$ cat config.mk
export PLATFORM = sky130hd
export DESIGN_NAME = trld_controller
export DESIGN_NICKNAME = d
export VERILOG_FILES = /design/src/sv/trld_pkg.sv /design/src/sv/trld_controller.sv
export SDC_FILE = /design/constraint.sdc
export NUM_CORES = 1
export LEC_CHECK = 0
export BUFFER_PORTS_ARGS = -buffer_cell sky130_fd_sc_hd__buf_2
export CELL_PAD_IN_SITES_DETAIL_PLACEMENT = 0
export CELL_PAD_IN_SITES_GLOBAL_PLACEMENT = 1
export CORE_AREA = 2 2 51 53
export DETAILED_ROUTE_END_ITERATION = 16
export DIE_AREA = 0 0 53 55
export HOLD_SLACK_MARGIN = 0.12
export PLACE_DENSITY = 0.89
export SLEW_MARGIN = 20
export SYNTH_ARGS = -nofsm -noshare
export SYNTH_HDL_FRONTEND = slang
export SYNTH_SLANG_ARGS = --single-unit
$ cat constraint.sdc
create_clock -name clock -period 3.9 [get_ports clock]
set_input_delay 0.195 -clock clock [delete_from_list [all_inputs] [get_ports clock]]
set_output_delay 0.195 -clock clock [all_outputs]
set_load 0.02 [all_outputs]
$ cat src/sv/trld_pkg.sv
// ----------------------------------------------------------------------------
// trld_pkg
// shared constants, command codes and controller/datapath interface types
// ----------------------------------------------------------------------------
`timescale 1ns / 1ps
`default_nettype none

package trld_pkg;

   localparam int MAX_NODES = 1024;
   localparam int EDGE_CAP  = MAX_NODES - 1;
   localparam int NODE_W    = $clog2(MAX_NODES);
   localparam int CNT_W     = NODE_W + 1;
   localparam int DEG_W     = NODE_W + 1;
   localparam int DIST_W    = 10;
   localparam int NCNT_W    = 11;

   typedef enum logic [1:0] {
      CMD_ADD   = 2'd0,
      CMD_RUN   = 2'd1,
      CMD_QUERY = 2'd2,
      CMD_CLEAR = 2'd3
   } cmd_code_type;

   typedef enum logic [4:0] {
      OP_NONE,
      OP_LOAD,
      OP_EDGE_WR,
      OP_DEG_WA,
      OP_DEG_RB,
      OP_DEG_WB,
      OP_SWEEP_ALL,
      OP_SWEEP_DEG,
      OP_SWEEP_RUN,
      OP_SWEEP_VIS,
      OP_ROOT_INIT,
      OP_LEAF_INIT,
      OP_SCAN_RD,
      OP_SCAN_CHK,
      OP_POP_RD,
      OP_POP_DIST,
      OP_POP_DU,
      OP_E_RD,
      OP_E_CHK,
      OP_E_VIS,
      OP_Q_OUT
   } dp_op_type;

   typedef struct packed {
      dp_op_type op;
      logic      sel_leaf;
   } dp_cmd_type;

   typedef struct packed {
      cmd_code_type req_cmd;
      logic         edge_full;
      logic         sweep_last;
      logic         queue_empty;
      logic         edges_done;
      logic         scan_done;
      logic         rsp_busy;
   } dp_status_type;

endpackage

`default_nettype wire

$ cat src/sv/trld_controller.sv
// ----------------------------------------------------------------------------
// trld_controller
// command sequencer for edge load, clear, query and the two searches
// ----------------------------------------------------------------------------
`timescale 1ns / 1ps
`default_nettype none

module trld_controller
   import trld_pkg::*;
(
   input  wire logic          clock,
   input  wire logic          reset,
   input  wire logic          req_valid,
   output logic               req_stall,
   input  wire dp_status_type status,
   output dp_cmd_type         cmd
);

   typedef enum logic [4:0] {
      S_INIT,
      S_IDLE,
      S_ADD_EDGE,
      S_ADD_WA,
      S_ADD_RB,
      S_ADD_WB,
      S_CLEAR,
      S_RUN_CLR,
      S_ROOT_INIT,
      S_LEAF_CLR,
      S_LEAF_INIT,
      S_SCAN_RD,
      S_SCAN_CHK,
      S_POP,
      S_POP_DIST,
      S_POP_DU,
      S_E_RD,
      S_E_CHK,
      S_E_VIS,
      S_Q_RD,
      S_Q_OUT
   } state_type;

   state_type state_ff, state_in;
   logic      leaf_ff, leaf_in;

   always_comb begin
      state_in     = state_ff;
      leaf_in      = leaf_ff;
      cmd.op       = OP_NONE;
      cmd.sel_leaf = leaf_ff;
      unique case (state_ff)
         S_INIT: begin
            cmd.op = OP_SWEEP_ALL;
            if (status.sweep_last) state_in = S_IDLE;
         end
         S_IDLE: begin
            if (req_valid) begin
               cmd.op = OP_LOAD;
               unique case (status.req_cmd)
                  CMD_ADD:   state_in = status.edge_full ? S_IDLE : S_ADD_EDGE;
                  CMD_RUN:   state_in = S_RUN_CLR;
                  CMD_QUERY: state_in = S_Q_RD;
                  CMD_CLEAR: state_in = S_CLEAR;
                  default:   state_in = S_IDLE;
               endcase
            end
         end
         S_ADD_EDGE: begin
            cmd.op   = OP_EDGE_WR;
            state_in = S_ADD_WA;
         end
         S_ADD_WA: begin
            cmd.op   = OP_DEG_WA;
            state_in = S_ADD_RB;
         end
         S_ADD_RB: begin
            cmd.op   = OP_DEG_RB;
            state_in = S_ADD_WB;
         end
         S_ADD_WB: begin
            cmd.op   = OP_DEG_WB;
            state_in = S_IDLE;
         end
         S_CLEAR: begin
            cmd.op = OP_SWEEP_DEG;
            if (status.sweep_last) state_in = S_IDLE;
         end
         S_RUN_CLR: begin
            cmd.op = OP_SWEEP_RUN;
            if (status.sweep_last) state_in = S_ROOT_INIT;
         end
         S_ROOT_INIT: begin
            cmd.op   = OP_ROOT_INIT;
            leaf_in  = 1'b0;
            state_in = S_POP;
         end
         S_LEAF_CLR: begin
            cmd.op = OP_SWEEP_VIS;
            if (status.sweep_last) state_in = S_LEAF_INIT;
         end
         S_LEAF_INIT: begin
            cmd.op   = OP_LEAF_INIT;
            leaf_in  = 1'b1;
            state_in = S_SCAN_RD;
         end
         S_SCAN_RD: begin
            if (status.scan_done) begin
               state_in = S_POP;
            end else begin
               cmd.op   = OP_SCAN_RD;
               state_in = S_SCAN_CHK;
            end
         end
         S_SCAN_CHK: begin
            cmd.op   = OP_SCAN_CHK;
            state_in = S_SCAN_RD;
         end
         S_POP: begin
            if (status.queue_empty) begin
               state_in = leaf_ff ? S_IDLE : S_LEAF_CLR;
            end else begin
               cmd.op   = OP_POP_RD;
               state_in = S_POP_DIST;
            end
         end
         S_POP_DIST: begin
            cmd.op   = OP_POP_DIST;
            state_in = S_POP_DU;
         end
         S_POP_DU: begin
            cmd.op   = OP_POP_DU;
            state_in = S_E_RD;
         end
         S_E_RD: begin
            if (status.edges_done) begin
               state_in = S_POP;
            end else begin
               cmd.op   = OP_E_RD;
               state_in = S_E_CHK;
            end
         end
         S_E_CHK: begin
            cmd.op   = OP_E_CHK;
            state_in = S_E_VIS;
         end
         S_E_VIS: begin
            cmd.op   = OP_E_VIS;
            state_in = S_E_RD;
         end
         S_Q_RD: begin
            state_in = S_Q_OUT;
         end
         S_Q_OUT: begin
            if (!status.rsp_busy) begin
               cmd.op   = OP_Q_OUT;
               state_in = S_IDLE;
            end
         end
         default: begin
            state_in = S_IDLE;
         end
      endcase
   end

   always_ff @(posedge clock) begin
      if (reset) begin
         state_ff <= S_INIT;
         leaf_ff  <= 1'b0;
      end else begin
         state_ff <= state_in;
         leaf_ff  <= leaf_in;
      end
   end

   assign req_stall = (state_ff != S_IDLE);

endmodule

`default_nettype wire

==> reports/metrics.csv, run 1 <==
metric,value,unit
met1 usage,0.2314,
clk sinks,6,
post-CTS sizing,0,
"commonest non-fill, non-tap cell in the layout",buf_2,
Most used DFF post-synth,dfxtp_1,
fin crit share,0.5751,
asr flop ratio synth,0,
largest net degree at the start of global routing,27,
#FFs+latches synth,6,
final setup vio count,0,
Worst Hold Launch,reset,
Syn Inst Count,134,
CTS tree,done,
"commonest cells after routing, fill and taps aside","buf_2 (17), nand2_1 (15), a21oi_1 (15), nor2_1 (11), o21ai_0 (9)",
chip width,53,um
initial core utilization,0.3841,
outcome,finished clean,
max_cap viols,0,
clk_skew,0.004118,ns
synthesized cell area,908.4,um^2
Post-Route Setup TNS,0,ns
CP Class,flip-flop to output port,
endpoint class of the critical path,output port,
CTS Hold Bufs,0,
Worst Setup SP,state_ff[4]$_SDFFE_PP0P_,
synthesized net count,149,
number of remaining DRC errors,0,
required time of the critical path,3.70,ns
max frequency,445.8,MHz
grt total ovfl,0,
Post-Layout Cell Count,171,
hold path depth,2,
Crit path arrival time,2.05,ns
core box area,2365,um^2
routed length per instance,14.04,um
Chip Height,55,um
Max-slew headroom,0.4469,
Clock Path Buffers,2,
Post-CTS Setup Bufs,0,
worst hold margin,0.2226,ns
IO Pins,18,
first-pass GRT wire length,3822,um
RSZ-0062 raised after global routing,no,
peak supply drop,0.2814,mV
HP Class,input port to flip-flop,
worst reg2reg path depth,4,
crit-path max FO,26,
Vias,1030,
Reg-to-Reg Start,state_ff[0]$_SDFFE_PP0P_,
YS warnings,0,
worst-margin pin slew,0.8286,ns
Clock Root Buffer,clkbuf_4,
Antenna Nets Post-Route,0,
"Seq/Total Area, Yosys",0.1322,
GRT Overall Usage,0.1741,
Static Leak,0.3969,nW
Layout area overhead,7.851,%
Final Max Tran Viols,0,
Worst-path clk slew,0.04,ns
fillers,275,
Final #Nets,158,
R2R setup slack,1.79,ns
Final Wtd Congestion,0.8897,
Worst Hold End,state_ff[0]$_SDFFE_PP0P_,
r2r endpoint,state_ff[2]$_SDFFE_PP0P_,
ant diodes,0,
grt met2 use,0.3063,
met3 usage,0.008065,
Fin. Hold Viols,0,
number of library cell types mapped by synthesis,45,
die area,2915,um^2
share of layout cells above drive strength 1,0.1773,
clock latency on the worst-skew pair,0.25,ns
vias in the first global route,846,
CTS Buf Count,3,
routed wire length,2401,um
Post-Syn Area per Cell,6.779,um^2
DR pass1 iterations,4,
Avg Vias per Cell,6.023,
initial drt markers,47,
DP Wirelength,1691,um
min cycle time layout,2.243,ns
port bufs,17,
Std-Cell Rows,18,
PwrDens,590.6,nW/um^2
initial antenna violation count,0,
Post-synth EDFFs,0,
busiest grt layer,met2,
CP Launch Type,flip-flop,
H-tree depth,1,
Placed Instances,168,
## cells in the mapped netlist (3+ instances only)
library cell | count | area share
clkbuf_1 | 3 | 0.012
a21oi_1 | 15 | 0.083
o21ai_1 | 4 | 0.022
buf_2 | 5 | 0.028
nand3b_1 | 3 | 0.025
a211oi_1 | 3 | 0.025
nor2b_1 | 4 | 0.028
o21ai_0 | 9 | 0.050
a21o_1 | 3 | 0.025
nand2_1 | 15 | 0.062
nand2b_1 | 4 | 0.028
dfxtp_1 | 6 | 0.13
inv_1 | 6 | 0.025
nor2_1 | 11 | 0.045
ha_1 | 4 | 0.055
## metrics by stage
stage / setup slack, ns / power (W) / util / area, um^2
floorplan: 2.078 / 0.0004503 / - / 908.4
global placement: 1.892 / 0.0005104 / 0.4048 / 957.2
detailed placement: 1.860 / 0.0005134 / 0.4048 / 957.2
CTS: 1.680 / 0.0005759 / 0.4143 / 979.7
global route: 1.473 / 0.0006277 / 0.4143 / 979.7
finish: 1.657 / 0.0005786 / 0.4143 / 979.7
## registers in the layout, indices dropped and copies added (netlist names)
signal	flops
leaf_ff	1
state_ff	5
## critical path: stages (launching register included)
cell     delay (ns)
dfxtp_1        0.84
nor4b_1        0.39
o21ai_0        0.14
nand2_1        0.17
a21o_1         0.09
buf_2          0.15
## worst max path at each step
stage | slack [ns] | depth (start not counted) | endpoint
3_5_place_dp | 1.86 | 4 | state_ff[2]$_SDFFE_PP0P_
2_1_floorplan | 2.08 | 4 | cmd[2]
5_1_grt | 1.47 | 5 | cmd[2]
3_3_place_gp | 1.89 | 5 | state_ff[0]$_SDFFE_PP0P_
4_1_cts | 1.68 | 5 | cmd[5]
6_report | 1.66 | 5 | cmd[5]
## report_power, final
| part | internal, W | leakage [nW] | switching [W] |
|---|---|---|---|
| combinational | 0.000155 | 0.334 | 0.000207 |
| sequential | 0.0000749 | 0.0490 | 0.0000820 |
| clock | 0.0000350 | 0.0138 | 0.0000246 |
## cells by family (layout without fill, tap and decap cells)
family	count (synthesis)	count (layout)	synth area share
AND/OR/NAND/NOR	53	53	0.3196
AO/OA/AOI/OAI	50	50	0.3664
adder cells (fa/ha/maj)	4	4	0.05510
multiplexers	1	1	0.01102
flip-flops	6	6	0.1322
buffers and inverters	19	26	0.1061
XOR/XNOR	1	1	0.009644
## final cells by class
type	instances	area (um^2)	share of cell area
Inverter	6	22.52	0.02299
Timing Repair Buffer	17	85.08	0.08685
Clock buffer	3	22.52	0.02299
Multi-Input combinational cell	109	691.9	0.7063
Tap cell	30	37.54	0.03831
Sequential cell	6	120.1	0.1226
## routing by layer
metal | wire (um) | vias to the layer above
met3 | 172 | 4
met4 | 25 | 0
met5 | 0 | -
met1 | 991 | 469
met2 | 1212 | 47
li1 | - | 510
Note: power is estimated with default switching activity, not from simulation.
==> run 2, diff against run 1 <==
--- a/config.mk
+++ b/config.mk
@@ -8,11 +8,11 @@
 export BUFFER_PORTS_ARGS = -buffer_cell sky130_fd_sc_hd__buf_2
 export CELL_PAD_IN_SITES_DETAIL_PLACEMENT = 0
 export CELL_PAD_IN_SITES_GLOBAL_PLACEMENT = 1
-export CORE_AREA = 2 2 51 53
+export CORE_AREA = 2 2 52 54
 export DETAILED_ROUTE_END_ITERATION = 16
-export DIE_AREA = 0 0 53 55
+export DIE_AREA = 0 0 54 56
 export HOLD_SLACK_MARGIN = 0.12
-export PLACE_DENSITY = 0.89
+export PLACE_DENSITY = 0.87
 export SLEW_MARGIN = 20
 export SYNTH_ARGS = -nofsm -noshare
 export SYNTH_HDL_FRONTEND = slang
==> constraint.sdc (replaced) <==
create_clock -name clock -period 2.2 [get_ports clock]
set_input_delay 0.11 -clock clock [delete_from_list [all_inputs] [get_ports clock]]
set_output_delay 0.11 -clock clock [all_outputs]
set_load 0.02 [all_outputs]
==> run 2 against run 1 <==
Net effect: first-iteration DRC count increased by 6.4%; sequential share of layout area down 0.45 points; combinational power up 110%; critical path type unchanged; clock skew fell by 0.0034 ns; critical path depth grew 1; register-to-register slack worse by 1.5 ns; flip-flop and latch count is the same; worst hold slack got worse by 0.089 ns; global-route usage increased by 0.13 points; final cell count up 2.9%.
==> reports/metrics.csv, run 2 (synthesis results as in run 1) <==
metric,value,unit
Avg Vias per Cell,5.869,
"Most flops, register",state_ff,
max reg flops,5,
share of layout cells above drive strength 1,0.2055,
"commonest non-fill, non-tap cell in the layout",buf_2,
vias in the first global route,943,
core box area,2432,um^2
outcome,finished clean,
worst-margin pin slew,0.6302,ns
Design Power,0.001057,W
Std-Cell Rows,18,
final setup vio count,0,
Vias,1033,
Worst Hold End,state_ff[0]$_SDFFE_PP0P_,
Max-slew headroom,0.5793,
Placed Instances,173,
H-tree depth,1,
endpoint class of the critical path,output port,
Fin. Hold Viols,0,
die area,3024,um^2
post-CTS sizing,0,
clock latency on the worst-skew pair,0.24,ns
Post-Layout Cell Count,176,
CP Class,flip-flop to output port,
Post-Route Setup TNS,0,ns
Chip Height,56,um
CTS Hold Bufs,0,
fillers,250,
ant diodes,0,
routed length per instance,13.35,um
CTS Buf Count,3,
HP Class,input port to flip-flop,
Reg-to-Reg Start,state_ff[3]$_SDFFE_PP0P_,
biggest regs,"state_ff: 5 flops, leaf_ff: 1 flops",
min cycle time layout,1.992,ns
Crit path arrival time,1.88,ns
worst reg2reg path depth,5,
CP Launch Type,flip-flop,
clk sinks,6,
first-pass GRT wire length,4133,um
crit-path max FO,18,
R2R setup slack,0.28,ns
r2r endpoint,state_ff[0]$_SDFFE_PP0P_,
CTS tree,done,
port bufs,17,
chip width,54,um
IO Pins,18,
routed wire length,2350,um
Static Leak,0.4221,nW
PwrDens,1039,nW/um^2
initial drt markers,50,
number of remaining DRC errors,0,
Clock Path Buffers,2,
GRT Overall Usage,0.1754,
DR pass1 iterations,4,
Worst Hold Launch,reset,
Layout area overhead,11.98,%
hold path depth,2,
max_cap viols,0,
Final #Nets,163,
Worst-path clk slew,0.04,ns
RSZ-0062 raised after global routing,no,
initial core utilization,0.3735,
grt total ovfl,0,
DP Wirelength,1717,um
Final Max Tran Viols,0,
clk_skew,0.0007376,ns
largest net degree at the start of global routing,23,
fin crit share,0.9054,
"Core Util, Final",0.4182,
max frequency,502.1,MHz
Antenna Nets Post-Route,0,
"commonest cells after routing, fill and taps aside","buf_2 (17), nand2_1 (15), a21oi_1 (15), nor2_1 (11), o21ai_0 (9)",
Post-CTS Setup Bufs,0,
Clock Root Buffer,clkbuf_4,
Final Wtd Congestion,0.8990,
initial antenna violation count,0,
peak supply drop,0.4966,mV
required time of the critical path,2.09,ns
-- run 2: cell count changes in the layout (fill, tap and decap cells not counted) --
cell and delta:
buf_4 +5
-- run 2: through the flow --
stage,hold slack (ns),setup slack [ns],area [um^2]
final,0.1341,0.2082,1017
after global routing,0.1370,0.03275,1017
after detailed placement,0.3764,0.3281,994.7
after CTS,0.1258,0.2182,1017
after global placement,0.3810,0.3820,994.7
after floorplan,0.1779,0.4633,908.4
-- run 2: worst max-delay path by stage --
stage	start	to	cells after the start
6_report	state_ff[1]$_SDFFE_PP0P_	cmd[1]	6
3_3_place_gp	state_ff[3]$_SDFFE_PP0P_	state_ff[0]$_SDFFE_PP0P_	5
2_1_floorplan	state_ff[0]$_SDFFE_PP0P_	cmd[2]	4
4_1_cts	state_ff[1]$_SDFFE_PP0P_	cmd[1]	6
3_5_place_dp	state_ff[3]$_SDFFE_PP0P_	state_ff[0]$_SDFFE_PP0P_	5
5_1_grt	state_ff[1]$_SDFFE_PP0P_	cmd[1]	6
-- run 2: where the power goes --
| part | internal, W | switching (W) |
|---|---|---|
| combinational | 0.000307 | 0.000444 |
| sequential | 0.000133 | 0.0000728 |
| clock | 0.0000617 | 0.0000390 |
-- run 2: layout make-up --
cell class              count  area, um^2  area share
multi-input cells         109       691.9      0.6802
clock buffers               3       22.52     0.02214
inverters                   6       22.52     0.02214
repair buffers             22       122.6      0.1205
well taps                  30       37.54     0.03690
flip-flops and latches      6       120.1      0.1181
-- run 2: layer usage --
metal | vias up | wire (um) | GRT usage
met5 | - | 0 | 0
met2 | 46 | 1070 | 0.2456
met4 | 0 | 31 | 0.06071
met3 | 4 | 215 | 0.05376
met1 | 465 | 1031 | 0.2488
li1 | 518 | - | -
-- run 2: worst max-delay path: stages (launching register included) --
cell,delay [ns]
dfxtp_1,0.71
nand2b_1,0.21
nand2_1,0.10
o21ai_1,0.06
a221o_1,0.32
o21ai_1,0.08
buf_2,0.17
==> run 3, diff against run 2 <==
--- a/config.mk
+++ b/config.mk
@@ -12,7 +12,7 @@
 export DETAILED_ROUTE_END_ITERATION = 16
 export DIE_AREA = 0 0 54 56
 export HOLD_SLACK_MARGIN = 0.12
-export PLACE_DENSITY = 0.87
+export PLACE_DENSITY = 0.73
 export SLEW_MARGIN = 20
 export SYNTH_ARGS = -nofsm -noshare
 export SYNTH_HDL_FRONTEND = slang
==> run 3 against run 2 <==
Net effect: largest power group unchanged; global-route usage down 0.28 points; total power down 0.73%; final cell count decreased by 0.57%; sequential share of layout area increased by 0.088 points; combinational power up 1%; critical path depth is 1 lower; clock skew increased by 0.0051 ns; flip-flop and latch count did not move; die area did not move.
==> reports/metrics.csv, run 3 (synthesis results as in run 1) <==
metric,value,unit
Clock Path Buffers,2,
initial core utilization,0.3735,
Place WS,0.3258,ns
HP Class,input port to flip-flop,
clk_skew,0.005813,ns
worst hold margin,0.1384,ns
fin crit share,0.8965,
vias in the first global route,866,
Static Leak,0.4179,nW
Std-Cell Rows,18,
outcome,finished clean,
Clock Root Buffer,clkbuf_4,
FF+latch area,120.1,um^2
endpoint class of the critical path,output port,
max_cap viols,0,
final setup vio count,0,
worst-margin pin slew,0.6369,ns
GRT Overall Usage,0.1726,
Design Power,0.001049,W
crit path cell chain,"nor4bb_1, a21o_1, nand2_1, o311ai_0, buf_2",
IO Pins,18,
Max-slew headroom,0.5748,
clk sinks,6,
Layout area overhead,11.16,%
Final #Nets,162,
Antenna Nets Post-Route,0,
routed length per instance,13.64,um
largest stage delay on the critical path,0.72,ns
RSZ-0062 raised after global routing,no,
Final Wtd Congestion,0.8886,
Avg Vias per Cell,5.720,
CTS Hold Bufs,0,
core box area,2432,um^2
Post-CTS Setup Bufs,0,
crit-path max FO,22,
required time of the critical path,2.09,ns
DR pass1 iterations,4,
min cycle time layout,1.972,ns
H-tree depth,1,
grt total ovfl,0,
max frequency,507.0,MHz
post-CTS sizing,0,
"commonest cells after routing, fill and taps aside","buf_2 (17), nand2_1 (15), a21oi_1 (15), nor2_1 (11), o21ai_0 (9)",
R2R setup slack,0.29,ns
"Most flops, register",state_ff,
biggest regs,"state_ff: 5 flops, leaf_ff: 1 flops",
DP Wirelength,1840,um
worst reg2reg path depth,5,
Fin. Hold Viols,0,
peak supply drop,0.4848,mV
Final Max Tran Viols,0,
r2r endpoint,state_ff[1]$_SDFFE_PP0P_,
largest net degree at the start of global routing,25,
highest-delay cell along the critical path,dfxtp_1,
ant diodes,0,
Worst Hold End,state_ff[0]$_SDFFE_PP0P_,
Vias,1001,
CP Class,flip-flop to output port,
CP Launch Type,flip-flop,
max reg flops,5,
Chip Height,56,um
hold path depth,2,
"commonest non-fill, non-tap cell in the layout",buf_2,
Area after DPL,987.2,um^2
number of remaining DRC errors,0,
Worst Setup SP,state_ff[3]$_SDFFE_PP0P_,
final instance area,1010,um^2
Worst Hold Launch,reset,
CTS tree,done,
Worst-path clk slew,0.05,ns
Reg-to-Reg Start,state_ff[3]$_SDFFE_PP0P_,
share of layout cells above drive strength 1,0.2000,
Setup WS post-layout,0.2277,ns
area of the multi-input gates,691.9,um^2
PwrDens,1039,nW/um^2
fillers,284,
die area,3024,um^2
initial drt markers,21,
Post-Route Setup TNS,0,ns
initial antenna violation count,0,
port bufs,17,
first-pass GRT wire length,4077,um
Crit path arrival time,1.86,ns
routed wire length,2387,um
clock latency on the worst-skew pair,0.25,ns
chip width,54,um
CTS Buf Count,3,
-- run 3: cell count changes in the layout (fill, tap and decap cells not counted), sizes merged --
cell and change:
buf -1
-- run 3: how the worst max path moves through the flow --
stage	cells after the start	slack [ns]	endpoint
6_report	5	0.23	cmd[2]
5_1_grt	5	0.04	cmd[2]
4_1_cts	4	0.24	cmd[1]
3_5_place_dp	5	0.33	state_ff[0]$_SDFFE_PP0P_
3_3_place_gp	5	0.38	state_ff[0]$_SDFFE_PP0P_
2_1_floorplan	4	0.46	cmd[2]
-- run 3: per-layer routing --
metal	routed length [um]	GRT usage
met1	1103	0.2569
met2	1198	0.2666
met3	75	0.02419
met4	9	0.02143
met5	0	0
-- run 3: through the flow --
step / utilization / cells
after floorplan: - / 134
after global placement: 0.4059 / 172
after detailed placement: 0.4059 / 172
after CTS: 0.4151 / 175
after global routing: 0.4151 / 175
final: 0.4151 / 175
-- run 3: worst max-delay path, delay by kind of cell, from the launching register on --
family,cells,cell delay [ns]
AOI/OAI and AO/OA,2,0.22
buffers and inverters,1,0.23
DFF,1,0.72
and+or+nand+nor,2,0.43
-- run 3: power by group --
part           internal (W)  switching, W
Clock             0.0000617     0.0000398
Sequential         0.000133     0.0000532
Combinational      0.000301      0.000461
-- run 3: final cells by class --
type / count / area share
Timing Repair Buffer: 21 / 0.1140
Sequential cell: 6 / 0.1190
Inverter: 6 / 0.02230
Clock buffer: 3 / 0.02230
Tap cell: 30 / 0.03717
Multi-Input combinational cell: 109 / 0.6853
